**src/sv/sab_pkg.sv**
```systemverilog
package sab_pkg;

  localparam int MAX_LEN_DEF  = 1024;
  localparam int ALPHABET_DEF = 26;
  localparam int SYM_W  = 5;
  localparam int NODE_W = 12;

  typedef struct packed {
    logic [SYM_W-1:0] symbol;
    logic             restart;
  } sab_in_t;

  typedef struct packed {
    logic [NODE_W-1:0] last_node;
    logic [NODE_W-1:0] node_count;
    logic              cloned;
    logic              overflow;
  } sab_out_t;

  // Datapath commands issued by the controller.
  localparam logic [3:0] CMD_NONE     = 4'd0;
  localparam logic [3:0] CMD_START    = 4'd1;
  localparam logic [3:0] CMD_NEWNODE  = 4'd2;
  localparam logic [3:0] CMD_RD_P     = 4'd3;
  localparam logic [3:0] CMD_WALK1    = 4'd4;
  localparam logic [3:0] CMD_RD_Q     = 4'd5;
  localparam logic [3:0] CMD_DECIDE   = 4'd6;
  localparam logic [3:0] CMD_COPY     = 4'd7;
  localparam logic [3:0] CMD_LINKS    = 4'd8;
  localparam logic [3:0] CMD_CLR_ROOT = 4'd9;
  localparam logic [3:0] CMD_WALK2    = 4'd10;
  localparam logic [3:0] CMD_FINISH   = 4'd11;
  localparam logic [3:0] CMD_CLR_NP   = 4'd12;

  typedef struct packed {
    logic [3:0] op;
  } sab_cmd_t;

  typedef struct packed {
    logic skip;        // symbol ignored or dropped
    logic root_dirty;  // root must be cleared before use
    logic edge_hit;    // transition of p on the symbol is the awaited value
    logic link_zero;   // suffix link of p is no node
    logic solid;       // len[q] == len[p] + 1
    logic ci_last;     // clear index is at the last symbol
    logic copy_done;
  } sab_sts_t;

endpackage

```
**src/sv/sab_ctrl.sv**
```systemverilog
module sab_ctrl import sab_pkg::*; (
  input  logic     clk,
  input  logic     rst_n,
  input  logic     in_fire,
  input  logic     out_busy,
  input  sab_sts_t sts,
  output sab_cmd_t cmd,
  output logic     idle,
  output logic     done
);

  localparam logic [3:0] S_IDLE  = 4'd0;
  localparam logic [3:0] S_CHECK = 4'd1;
  localparam logic [3:0] S_RDP   = 4'd2;
  localparam logic [3:0] S_WALK1 = 4'd3;
  localparam logic [3:0] S_RDQ   = 4'd4;
  localparam logic [3:0] S_DEC   = 4'd5;
  localparam logic [3:0] S_COPY  = 4'd6;
  localparam logic [3:0] S_LINKS = 4'd7;
  localparam logic [3:0] S_RDP2  = 4'd8;
  localparam logic [3:0] S_WALK2 = 4'd9;
  localparam logic [3:0] S_DONE  = 4'd10;
  localparam logic [3:0] S_NCLR  = 4'd11;
  localparam logic [3:0] S_RCLR  = 4'd12;
  localparam logic [3:0] S_FIN   = 4'd13;

  logic [3:0] state_r, state_nxt;

  // Sequencer: at most one command per step; walks loop over read/check.
  always_comb begin
    state_nxt = state_r;
    cmd.op    = CMD_NONE;
    done      = 1'b0;
    case (state_r)
      S_IDLE: begin
        if (in_fire) begin
          cmd.op    = CMD_START;
          state_nxt = S_CHECK;
        end
      end
      S_CHECK: begin
        if (sts.root_dirty) begin
          state_nxt = S_RCLR;
        end else if (sts.skip) begin
          state_nxt = S_DONE;
        end else begin
          cmd.op    = CMD_NEWNODE;
          state_nxt = S_NCLR;
        end
      end
      S_RCLR: begin
        cmd.op = CMD_CLR_ROOT;
        if (sts.ci_last) begin
          state_nxt = S_CHECK;
        end
      end
      S_NCLR: begin
        cmd.op = CMD_CLR_NP;
        if (sts.ci_last) begin
          state_nxt = S_RDP;
        end
      end
      S_RDP: begin
        cmd.op    = CMD_RD_P;
        state_nxt = S_WALK1;
      end
      S_WALK1: begin
        cmd.op = CMD_WALK1;
        if (sts.edge_hit) begin
          state_nxt = S_RDQ;
        end else if (sts.link_zero) begin
          state_nxt = S_FIN;
        end else begin
          state_nxt = S_RDP;
        end
      end
      S_RDQ: begin
        cmd.op    = CMD_RD_Q;
        state_nxt = S_DEC;
      end
      S_DEC: begin
        if (sts.solid) begin
          state_nxt = S_FIN;
        end else begin
          cmd.op    = CMD_DECIDE;
          state_nxt = S_COPY;
        end
      end
      S_COPY: begin
        cmd.op = CMD_COPY;
        if (sts.copy_done) begin
          state_nxt = S_LINKS;
        end
      end
      S_LINKS: begin
        cmd.op    = CMD_LINKS;
        state_nxt = S_RDP2;
      end
      S_RDP2: begin
        cmd.op    = CMD_RD_P;
        state_nxt = S_WALK2;
      end
      S_WALK2: begin
        cmd.op = CMD_WALK2;
        if (!sts.edge_hit || sts.link_zero) begin
          state_nxt = S_FIN;
        end else begin
          state_nxt = S_RDP2;
        end
      end
      S_FIN: begin
        cmd.op    = CMD_FINISH;
        state_nxt = S_DONE;
      end
      S_DONE: begin
        if (!out_busy) begin
          done      = 1'b1;
          state_nxt = S_IDLE;
        end
      end
      default: state_nxt = S_IDLE;
    endcase
  end

  assign idle = (state_r == S_IDLE);

  always_ff @(posedge clk) begin
    if (!rst_n) begin
      state_r <= S_IDLE;
    end else begin
      state_r <= state_nxt;
    end
  end

endmodule

```
**config.mk**
```make
export PLATFORM = sky130hd
export DESIGN_NAME = sab_ctrl
export DESIGN_NICKNAME = d
export VERILOG_FILES = /design/src/sv/sab_pkg.sv /design/src/sv/sab_ctrl.sv
export SDC_FILE = /design/constraint.sdc
export NUM_CORES = 1
export LEC_CHECK = 0
export CORE_AREA = 2 2 39 41
export CTS_BUF_LIST = sky130_fd_sc_hd__clkbuf_2
export DETAILED_ROUTE_END_ITERATION = 10
export DIE_AREA = 0 0 41 43
export DONT_BUFFER_PORTS = 1
export PLACE_DENSITY_LB_ADDON = 0.08
export SETUP_SLACK_MARGIN = 0.15
export SYNTH_ARGS = -nofsm -noshare
export SYNTH_HDL_FRONTEND = slang
export SYNTH_SLANG_ARGS = --single-unit
export TNS_END_PERCENT = 5
```
**constraint.sdc**
```tcl
create_clock -name clk -period 4.4 [get_ports clk]
set_input_delay 0.88 -clock clk [delete_from_list [all_inputs] [get_ports clk]]
set_output_delay 0.88 -clock clk [all_outputs]
set_load 0.05 [all_outputs]
```
# [Word-level counts from Yosys, hierarchy flattened]
# Index checks and enable logic that the tools add are counted.
[word_totals] wordCells=43 reg_bits=4 out_inout_bits=6
[op_classes] n_eq_ne=18 mux=19 reduce_logical=5
[op_table] op="4-bit case mux with 14 select lines" n=1
[op_table] op="4-bit case mux with 12 select lines" n=1
[op_table] op="4-bit 2-to-1 mux" n=8
[op_table] op="4-bit == test, second input constant" n=6
[op_table] op="4-bit by 3-bit == test with 1-bit output, second input constant" n=4
[op_table] op="2-bit inequality test, second input constant" n=5
[op_table] op="3-bit 2-to-1 mux" n=3
[op_table] op="4-bit by 2-bit == test with 1-bit output, second input constant" n=2
[op_table] op="5-bit AND reduction" n=1
[op_table] op="4-bit by 1-bit == test with 1-bit output, second input constant" n=1
[op_table] op="4-bit zero test" n=1
[op_table] op="1-bit 2-to-1 mux" n=4
[op_table] op="2-bit 2-to-1 mux" n=2
[op_table] op="2-bit OR reduction" n=1
[op_table] op="1-bit zero test" n=1
[op_table] op="1-bit logical OR" n=1

# [Depth between registers and ports, before layout]
# Gate-level depths: netlist of the first run.
[depth] ltp_word=4 ltp_mapped=6 ltp_nobuf=5

# [Worst setup path after synthesis of the first run]
# Ideal clock, no wire load.
[synth_path] kind="input to output" start="input out_busy" end="output done" arrival_time_ns=2.379 path_buffers=0 cell_stages=1 path_slack_ns=1.141 path_cell_list="nor4_1"
[synth_between] elab_chain_len=2
[synth_rtl] item="start, declared" line="sab_ctrl.sv:5" text="input logic out_busy,"
[synth_rtl] item="1-bit 2-to-1 mux" line="sab_ctrl.sv:116" text="if (!out_busy) begin"
[synth_rtl] item="1-bit 2-to-1 mux" line="sab_ctrl.sv:34" text="case (state_r)"
[synth_rtl] item="end, declared" line="sab_ctrl.sv:9" text="output logic done"
# No other way between the ends.

==> results.py, run 1 <==
metrics = {
    "global_routing": {
        "grt_overflow": 0,
        "antenna_found_initial": 0,
        "grtUsageTotal_pct": 18.7,
        "grt_pass1_vias": 514,
        "grt_pass1_wl_mm": 2.31,
        "grt_max_degree": 26,
    },
    "power_and_ir_drop": {
        "p_leak_nw": 0.211,
        "peakVddDrop_uv": 376,
        "power_density_mw_per_mm2": 785,
    },
    "setup_path": {
        "crit_path_cell_trace": "nor3_1 > nor3_1 > a21oi_1 > nor2_1",
        "crit_path_max_incr_delay_ns": 0.84,
        "r2r_cells": 4,
        "cp.buffers_inverters": 0,
        "r2r_end": "state_r[3]$_SDFFE_PN0P_",
        "worst_path_most_repeated_cell": "nor3_1",
        "required_ns": 3.52,
        "worst_setup_path_end_kind": "output port",
        "crit_type": "register to output port",
        "crit_slowest_cell": "dfxtp_1",
        "startpoint_type": "register",
        "regToRegStartpoint": "state_r[2]$_SDFFE_PN0P_",
        "cp_max_fo": 25,
        "crit_family": "simple AND/OR/NAND/NOR gates",
        "rrSetupSlack_ns": 2.49,
        "cp.depth": 4,
        "critical_path_arrival_ns": 2.07,
    },
    "clock_network": {
        "cts_setup_buffers": 0,
        "post_cts_resize_count": 0,
        "clk_pin_slew_ns": 0.05,
        "h-tree-depth": 1,
        "cts_buffers": 3,
        "cts_hold_buffers": 0,
        "root_buffer": "clkbuf_2",
        "clk_latency_ns": 0.20,
        "numClockSinks": 4,
        "cts_tree": "done",
        "clk_path_buf_depth": 2,
    },
    "yosys": {
        "yosys-top-cells-area": "dfxtp_1 13%, o21ai_0 8.4%, nand2_1 5.7%",
        "syn_inst": 81,
        "syn_area_sq_um": 596,
        "synth_top_area_cell": "dfxtp_1",
        "synth-seq-cells": 4,
        "syn_nets": 92,
        "synth.distinct_cells": 38,
        "syn_area_per_cell_sq_um": 7.35,
        "ys_warn_count": 0,
        "synthDominantCellAreaShare_pct": 13.4,
        "synth-seq-area-share_pct": 13.4,
    },
    "hold_path": {
        "hold_path.class": "register to register",
        "min_to": "state_r[0]$_SDFFE_PN0P_",
        "holdPathStages": 1,
        "min-delay-start": "state_r[3]$_SDFFE_PN0P_",
    },
    "final_layout": {
        "num-fill-cells": 156,
        "area_growth_pct": 3.99,
        "antennaDiodeCount": 0,
        "final_cells": 96,
        "regMostFlops": "state_r",
        "largest_register_ffs": 4,
        "nNetsFinal": 93,
        "multi_input_area_sq_um": 467,
        "drive_above_1_share_pct": 22.5,
        "fin_util_pct": 44.8,
        "regArea_sq_um": 80.1,
        "reg.largest.list": "state_r (4)",
        "mostFrequentLayoutCells": "9 x nand2_1, 9 x o21ai_0, 6 x nor2_1",
    },
    "route": {
        "num_vias": 593,
        "drtIter0Drc": 15,
        "wl_per_cell_um": 15.5,
        "drc_errors": 0,
        "ant_nets": 0,
        "vias_per_cell": 6.18,
        "routed_wl_mm": 1.49,
        "drt_pass1_iterations": 4,
    },
    "sta": {
        "finalClockSkew_ns": 0.00624,
        "relSlewSlack_pct": 36.8,
        "tightest_slew_ns": 0.942,
        "slew_viol_final": 0,
        "fmax_mhz": 338,
        "period_needed_ns": 2.95,
        "rsz0062_at_grt": "false",
        "finalSetupViolCount": 0,
        "whs_ns": 0.773,
        "tns_ns": 0,
        "hold_violations": 0,
        "fin_crit_sh_pct": 67.1,
    },
    "floorplan": {
        "dieArea_sq_mm": 0.00176,
        "die_w_um": 41,
        "coreArea_sq_mm": 0.00138,
        "die_h_um": 43,
        "io_pins": 17,
        "initial_core_util_pct": 43.0,
        "row_count": 14,
    },
    "run_status": {
        "status": "finished clean",
    },
    "place": {
        "hpwl_mm": 1.03,
        "dp_cells": 93,
        "gp_congestion": 0.805,
        "port_buffers": 0,
    },
    "flow_run": {
        "max_cap_viol_count": 0,
    },
}
==> metrics by stage <==
step / setup slack (ns) / total power, mW / cell area (sq um)
6_report: 1.45 / 0.486 / 619
5_1_grt: 1.26 / 0.523 / 619
4_1_cts: 1.43 / 0.489 / 619
3_5_place_dp: 1.60 / 0.452 / 604
3_3_place_gp: 1.60 / 0.455 / 604
2_1_floorplan: 1.14 / 0.396 / 596
==> layer usage <==
metal | share of wire (%) | vias to the layer above | wire length (um) | track usage [%]
met5 | 0 | - | 0 | 0
met4 | 0 | 0 | 0 | 6.00
met3 | 4.2 | 0 | 62 | 3.66
met2 | 45 | 13 | 663 | 25.6
met1 | 51 | 272 | 762 | 28.4
li1 | - | 308 | - | -
==> how the worst max path moves through the flow <==
stage	end	slack (ns)	startpoint
finish	cmd[0]	1.45	state_r[2]$_SDFFE_PN0P_
global route	cmd[0]	1.26	state_r[2]$_SDFFE_PN0P_
CTS	cmd[0]	1.43	state_r[2]$_SDFFE_PN0P_
detailed placement	cmd[1]	1.60	sts[5]
global placement	cmd[1]	1.60	sts[5]
floorplan	done	1.14	out_busy
==> cells in the mapped netlist <==
master     number
inv_2           2
or4_1           1
nor2_1          6
o32ai_2         1
buf_2           4
a211oi_1        1
and4bb_1        1
inv_1           2
a21boi_0        1
a211oi_2        1
o211a_1         1
dfxtp_1         4
o31ai_4         1
clkbuf_1        1
o31ai_2         1
buf_6           2
o211ai_1        2
o21ai_1         1
and2b_1         2
o221ai_1        1
nor4_2          2
and4b_1         1
nand2_2         1
nor2b_1         2
mux2i_1         1
a32o_1          1
a31o_1          1
a22oi_1         1
nor3_1          3
a2bb2oi_2       1
nand2_1         9
a221oi_1        1
or3_1           1
a21oi_1         4
o21ai_0        10
or2b_1          1
nor4_1          4
o22a_1          1
==> logic make-up (layout without fill, tap and decap cells) <==
group | after synthesis | count (layout) | synth area share (%)
flip-flops | 4 | 4 | 13.4
AND/OR/NAND/NOR | 34 | 34 | 33.4
buffers and inverters | 11 | 10 | 10.3
multiplexers | 1 | 1 | 1.68
AO/OA/AOI/OAI | 31 | 31 | 41.2
==> where the power goes <==
part	switching (mW)	internal, mW
sequential	0.0727	0.0504
clock	0.0143	0.0184
combinational	0.214	0.117
total	0.301	0.185
==> area by class of cell <==
type                    count  share of cell area [%]
multi-input cells          66                    75.4
flip-flops and latches      4                    12.9
repair buffers              3                    3.64
well taps                  16                    3.23
clock buffers               3                    2.42
inverters                   4                    2.42
Power figures use the tool's default switching activity.
==> run 2, diff against run 1 <==
--- a/config.mk
+++ b/config.mk
@@ -5,6 +5,7 @@
 export SDC_FILE = /design/constraint.sdc
 export NUM_CORES = 1
 export LEC_CHECK = 0
+export ABC_AREA = 1
 export CORE_AREA = 2 2 39 41
 export CTS_BUF_LIST = sky130_fd_sc_hd__clkbuf_2
 export DETAILED_ROUTE_END_ITERATION = 10
==> constraint.sdc (replaced) <==
create_clock -name clk -period 2.62 [get_ports clk]
set_input_delay 0.524 -clock clk [delete_from_list [all_inputs] [get_ports clk]]
set_output_delay 0.524 -clock clk [all_outputs]
set_load 0.05 [all_outputs]
==> results.py, run 2 <==
metrics = {
    "run_status": {
        "status": "finished clean",
    },
    "sta": {
        "slew_viol_final": 0,
        "hold_violations": 0,
        "fmax_mhz": 460,
        "tightest_slew_ns": 0.618,
        "relSlewSlack_pct": 58.7,
        "finalSetupViolCount": 0,
        "fin_crit_sh_pct": 82.9,
        "period_needed_ns": 2.17,
        "rsz0062_at_grt": "false",
        "tns_ns": 0,
        "finalClockSkew_ns": 0.00512,
    },
    "power_and_ir_drop": {
        "power_density_mw_per_mm2": 1500,
        "p_leak_nw": 0.319,
        "peakVddDrop_uv": 628,
    },
    "final_layout": {
        "mostFrequentLayoutCells": "33 x nand2_1, 14 x inv_1, 12 x nor2_1",
        "regArea_sq_um": 80.1,
        "layout_commonest_cell": "nand2_1",
        "drive_above_1_share_pct": 19.8,
        "regMostFlops": "state_r",
        "nNetsFinal": 119,
        "multi_input_area_sq_um": 392,
        "antennaDiodeCount": 0,
        "final_cell_area_sq_um": 597,
        "reg.largest.list": "state_r (4)",
        "num-fill-cells": 163,
        "area_growth_pct": 11.7,
        "largest_register_ffs": 4,
    },
    "route": {
        "routed_wl_mm": 1.40,
        "vias_per_cell": 5.03,
        "drt_pass1_iterations": 4,
        "wl_per_cell_um": 11.5,
        "drtIter0Drc": 10,
        "ant_nets": 0,
        "drc_errors": 0,
        "num_vias": 614,
    },
    "yosys": {
        "syn_nets": 111,
        "synthDominantCellAreaShare_pct": 23.2,
        "synth-xor-area-share_pct": 0,
        "yosys-top-cells-area": "nand2_1 23%, dfxtp_1 15%, inv_1 9.8%",
        "synth_compound_area_share_pct": 10.5,
        "synth-seq-cells": 4,
        "syn_inst": 100,
        "synth_edf_count": 0,
        "synth_fa_ha_area_share_pct": 0,
        "syn_area_per_cell_sq_um": 5.34,
        "synthSimpleGateAreaFrac_pct": 61.8,
        "synth_top_area_cell": "nand2_1",
        "synth-seq-area-share_pct": 15.0,
        "synth_top_family_by_area": "simple AND/OR/NAND/NOR gates",
        "async_reset_ff_share_pct": 0,
        "ys_warn_count": 0,
        "dominantRegCellSynth": "dfxtp_1",
        "synth_common_cells": "33 x nand2_1, 14 x inv_1, 12 x nor2_1",
        "syn_area_sq_um": 534,
        "synthMuxAreaShare_pct": 0,
        "synth.most_common_cell": "nand2_1",
        "synth.distinct_cells": 18,
    },
    "clock_network": {
        "cts_tree": "done",
        "clk_pin_slew_ns": 0.05,
        "root_buffer": "clkbuf_2",
        "cts_hold_buffers": 0,
        "post_cts_resize_count": 0,
        "clk_latency_ns": 0.21,
        "cts_setup_buffers": 0,
        "clk_path_buf_depth": 2,
        "numClockSinks": 4,
        "h-tree-depth": 1,
        "cts_buffers": 3,
    },
    "setup_path": {
        "required_ns": 2.10,
        "worst_setup_path_end_kind": "output port",
        "cp_max_fo": 6,
        "critical_path_arrival_ns": 1.65,
        "crit_type": "register to output port",
        "startpoint_type": "register",
    },
    "global_routing": {
        "grt_max_degree": 9,
        "antenna_found_initial": 0,
        "grt_overflow": 0,
        "grt_pass1_wl_mm": 2.26,
        "grtUsageTotal_pct": 18.4,
        "grt_pass1_vias": 570,
    },
    "place": {
        "port_buffers": 0,
        "dpl_cell_area_sq_um": 582,
        "hpwl_mm": 1.18,
        "gp_congestion": 0.776,
    },
    "floorplan": {
        "io_pins": 17,
        "initial_core_util_pct": 38.6,
        "die_h_um": 43,
        "row_count": 14,
        "coreArea_sq_mm": 0.00138,
        "dieArea_sq_mm": 0.00176,
        "die_w_um": 41,
    },
    "flow_run": {
        "max_cap_viol_count": 0,
    },
    "hold_path": {
        "hold_path.class": "input pin to register",
    },
}
## run 2: logic make-up after synthesis
| logic type | count (synthesis) |
|---|---|
| AOI/OAI and AO/OA | 9 |
| DFF | 4 |
| buffers and inverters | 18 |
| and+or+nand+nor | 69 |
## run 2: per-stage QoR
step,worst slack (ns),hold slack (ns),power [mW],util (%),instances
global placement,0.695,0.538,0.847,42.0,119
global route,0.327,0.507,0.970,43.1,122
finish,0.448,0.502,0.895,43.1,122
CTS,0.447,0.492,0.902,43.1,122
detailed placement,0.693,0.547,0.842,42.0,119
floorplan,0.408,0.509,0.704,-,100
## run 2: final timing paths
kind,endpoint,startpoint,slack (ns),cells after the start
worst max-delay path,cmd[0],state_r[1]$_SDFFE_PN0P_,0.45,8
worst min-delay path,state_r[1]$_SDFFE_PN0P_,rst_n,0.50,2
worst max register to register,state_r[0]$_SDFFE_PN0P_,state_r[1]$_SDFFE_PN0P_,1.24,8
worst min register to register,state_r[2]$_SDFFE_PN0P_,state_r[2]$_SDFFE_PN0P_,0.55,2
## run 2: routing by layer
metal	wire, um	global-route usage (%)	vias to the layer above
met2	738	33.4	21
met4	11	6.00	0
met3	74	1.57	2
met5	0	0	-
met1	577	20.8	265
li1	-	-	326
## run 2: cell type report
type,count,share of cell area [%]
Inverter,18,11.3
Tap cell,16,3.35
Timing Repair Buffer,3,3.77
Sequential cell,4,13.4
Clock buffer,3,2.52
Multi-Input combinational cell,78,65.6
## run 2: worst max-delay path: stages (launching register included)
cell and delay, ns:
dfxtp_1 0.47, inv_1 0.13, nor2_4 0.15, nand2_1 0.09
nand2_1 0.08, inv_1 0.05, nand2_1 0.05, a21oi_1 0.04
nand3_1 0.38
## run 2: where the power goes
part | internal, mW | total, mW | switching (mW)
Sequential | 0.0886 | 0.140 | 0.0513
Combinational | 0.182 | 0.698 | 0.516
Clock | 0.0308 | 0.0570 | 0.0262
==> run 3, diff against run 2 <==
--- a/config.mk
+++ b/config.mk
@@ -5,7 +5,7 @@
 export SDC_FILE = /design/constraint.sdc
 export NUM_CORES = 1
 export LEC_CHECK = 0
-export ABC_AREA = 1
+export ABC_AREA = 0
 export CORE_AREA = 2 2 39 41
 export CTS_BUF_LIST = sky130_fd_sc_hd__clkbuf_2
 export DETAILED_ROUTE_END_ITERATION = 10
==> constraint.sdc (replaced) <==
create_clock -name clk -period 2 [get_ports clk]
set_input_delay 0.4 -clock clk [delete_from_list [all_inputs] [get_ports clk]]
set_output_delay 0.4 -clock clk [all_outputs]
set_load 0.05 [all_outputs]
==> results.py, run 3 (synthesis results as in run 1) <==
metrics = {
    "flow_run": {
        "max_cap_viol_count": 0,
    },
    "sta": {
        "tns_ns": 0,
        "slew_viol_final": 0,
        "finalClockSkew_ns": 0.000195,
        "finalSetupViolCount": 0,
        "tightest_slew_ns": 0.438,
        "finalWorstSetupSlack_ns": 0.0812,
        "relSlewSlack_pct": 71.7,
        "rsz0062_at_grt": "true",
        "fin_crit_sh_pct": 95.9,
        "hold_violations": 0,
        "fmax_mhz": 521,
        "period_needed_ns": 1.92,
    },
    "place": {
        "gp_congestion": 0.890,
        "dp_slack_ns": 0.216,
        "port_buffers": 0,
        "hpwl_mm": 1.16,
    },
    "final_layout": {
        "largest_register_ffs": 4,
        "mostFrequentLayoutCells": "11 x buf_4, 9 x nand2_1, 9 x o21ai_0",
        "nNetsFinal": 102,
        "reg.largest.list": "state_r (4)",
        "layout_commonest_cell": "buf_4",
        "regMostFlops": "state_r",
        "area_growth_pct": 20.8,
        "num-fill-cells": 133,
        "antennaDiodeCount": 0,
        "drive_above_1_share_pct": 36.0,
    },
    "clock_network": {
        "cts_buffers": 3,
        "h-tree-depth": 1,
        "cts_tree": "done",
        "clk_latency_ns": 0.22,
        "cts_setup_buffers": 0,
        "clk_path_buf_depth": 2,
        "clk_pin_slew_ns": 0.05,
        "root_buffer": "clkbuf_2",
        "numClockSinks": 4,
    },
    "setup_path": {
        "required_ns": 1.60,
        "cp_max_fo": 2,
        "critical_path_arrival_ns": 1.52,
        "worst_setup_path_end_kind": "output port",
        "startpoint_type": "register",
        "crit_type": "register to output port",
    },
    "global_routing": {
        "grtUsageTotal_pct": 21.6,
        "grt_pass1_vias": 562,
        "grt_max_degree": 23,
        "antenna_found_initial": 0,
        "grt_pass1_wl_mm": 2.57,
        "grt_overflow": 0,
    },
    "power_and_ir_drop": {
        "p_leak_nw": 0.264,
        "power_density_mw_per_mm2": 1700,
        "peakVddDrop_uv": 880,
    },
    "route": {
        "ant_nets": 0,
        "wl_per_cell_um": 14.9,
        "drt_pass1_iterations": 4,
        "num_vias": 635,
        "routed_wl_mm": 1.56,
        "drc_errors": 0,
        "vias_per_cell": 6.05,
        "drtIter0Drc": 16,
    },
    "floorplan": {
        "initial_core_util_pct": 43.0,
        "io_pins": 17,
        "coreArea_sq_mm": 0.00138,
        "die_w_um": 41,
        "die_h_um": 43,
        "row_count": 14,
        "dieArea_sq_mm": 0.00176,
    },
    "run_status": {
        "status": "finished clean",
    },
    "hold_path": {
        "hold_path.class": "input pin to register",
    },
}
## run 3: cell types whose count changed in the layout (fill, tap and decap cells not counted), moves of 4 or more
cell	before	now
nor2_4	4	0
nand2_1	33	9
nor2_1	12	6
buf_4	3	11
nor4_2	0	4
nand3_1	10	0
inv_1	14	2
o21ai_0	1	9
## run 3: metrics by stage
step	hold WS, ns	cells	area [sq um]	power, mW	utilization [%]
3_5_place_dp	0.552	102	678	1.10	49.0
3_3_place_gp	0.554	102	678	1.11	49.0
5_1_grt	0.326	105	719	1.32	52.0
6_report	0.326	105	719	1.22	52.0
2_1_floorplan	0.542	81	614	0.901	-
4_1_cts	0.318	105	709	1.22	51.3
## run 3: final cells by class
type / count / area [sq um] / area share, %
clock buffers: 3 / 15.0 / 2.09
well taps: 16 / 20.0 / 2.78
flip-flops and latches: 4 / 82.6 / 11.5
multi-input cells: 66 / 493 / 68.5
inverters: 4 / 15.0 / 2.09
repair buffers: 12 / 93.8 / 13.0
## run 3: critical path, stage by stage, from the launching register on
cell and delay [ns]:
dfxtp_1 0.31, or3_4 0.38, or4_4 0.44, o221ai_4 0.17
## run 3: worst paths after layout
check	start	end	slack [ns]	cells after the start
worst max-delay path	state_r[3]$_SDFFE_PN0P_	cmd[1]	0.08	3
worst max register to register	state_r[2]$_SDFFE_PN0P_	state_r[3]$_SDFFE_PN0P_	0.35	5
worst min-delay path	rst_n	state_r[3]$_SDFFE_PN0P_	0.33	1
worst min register to register	state_r[0]$_SDFFE_PN0P_	state_r[2]$_SDFFE_PN0P_	0.65	3
## run 3: metal layers
layer / up-vias / global-route usage [%] / part of all wire [%] / wire length (um)
li1: 325 / - / - / -
met1: 288 / 31.3 / 50 / 778
met2: 20 / 29.7 / 44 / 681
met3: 2 / 4.19 / 5.2 / 82
met4: 0 / 10.0 / 1.3 / 20
met5: - / 0 / 0 / 0
## run 3: timing repair
action	4_1_cts	5_1_grt
setup endpoints to repair	3	5
gates resized for setup	3	3
endpoints found under the hold margin	0	0
hold buffers	0	0
cloned	0	0
## run 3: where the power goes
part           leakage [nW]  switching, mW  internal [mW]
Sequential           0.0336         0.0408          0.115
Combinational         0.218          0.620          0.371
Clock                0.0125         0.0380         0.0404
Total                 0.264          0.699          0.526
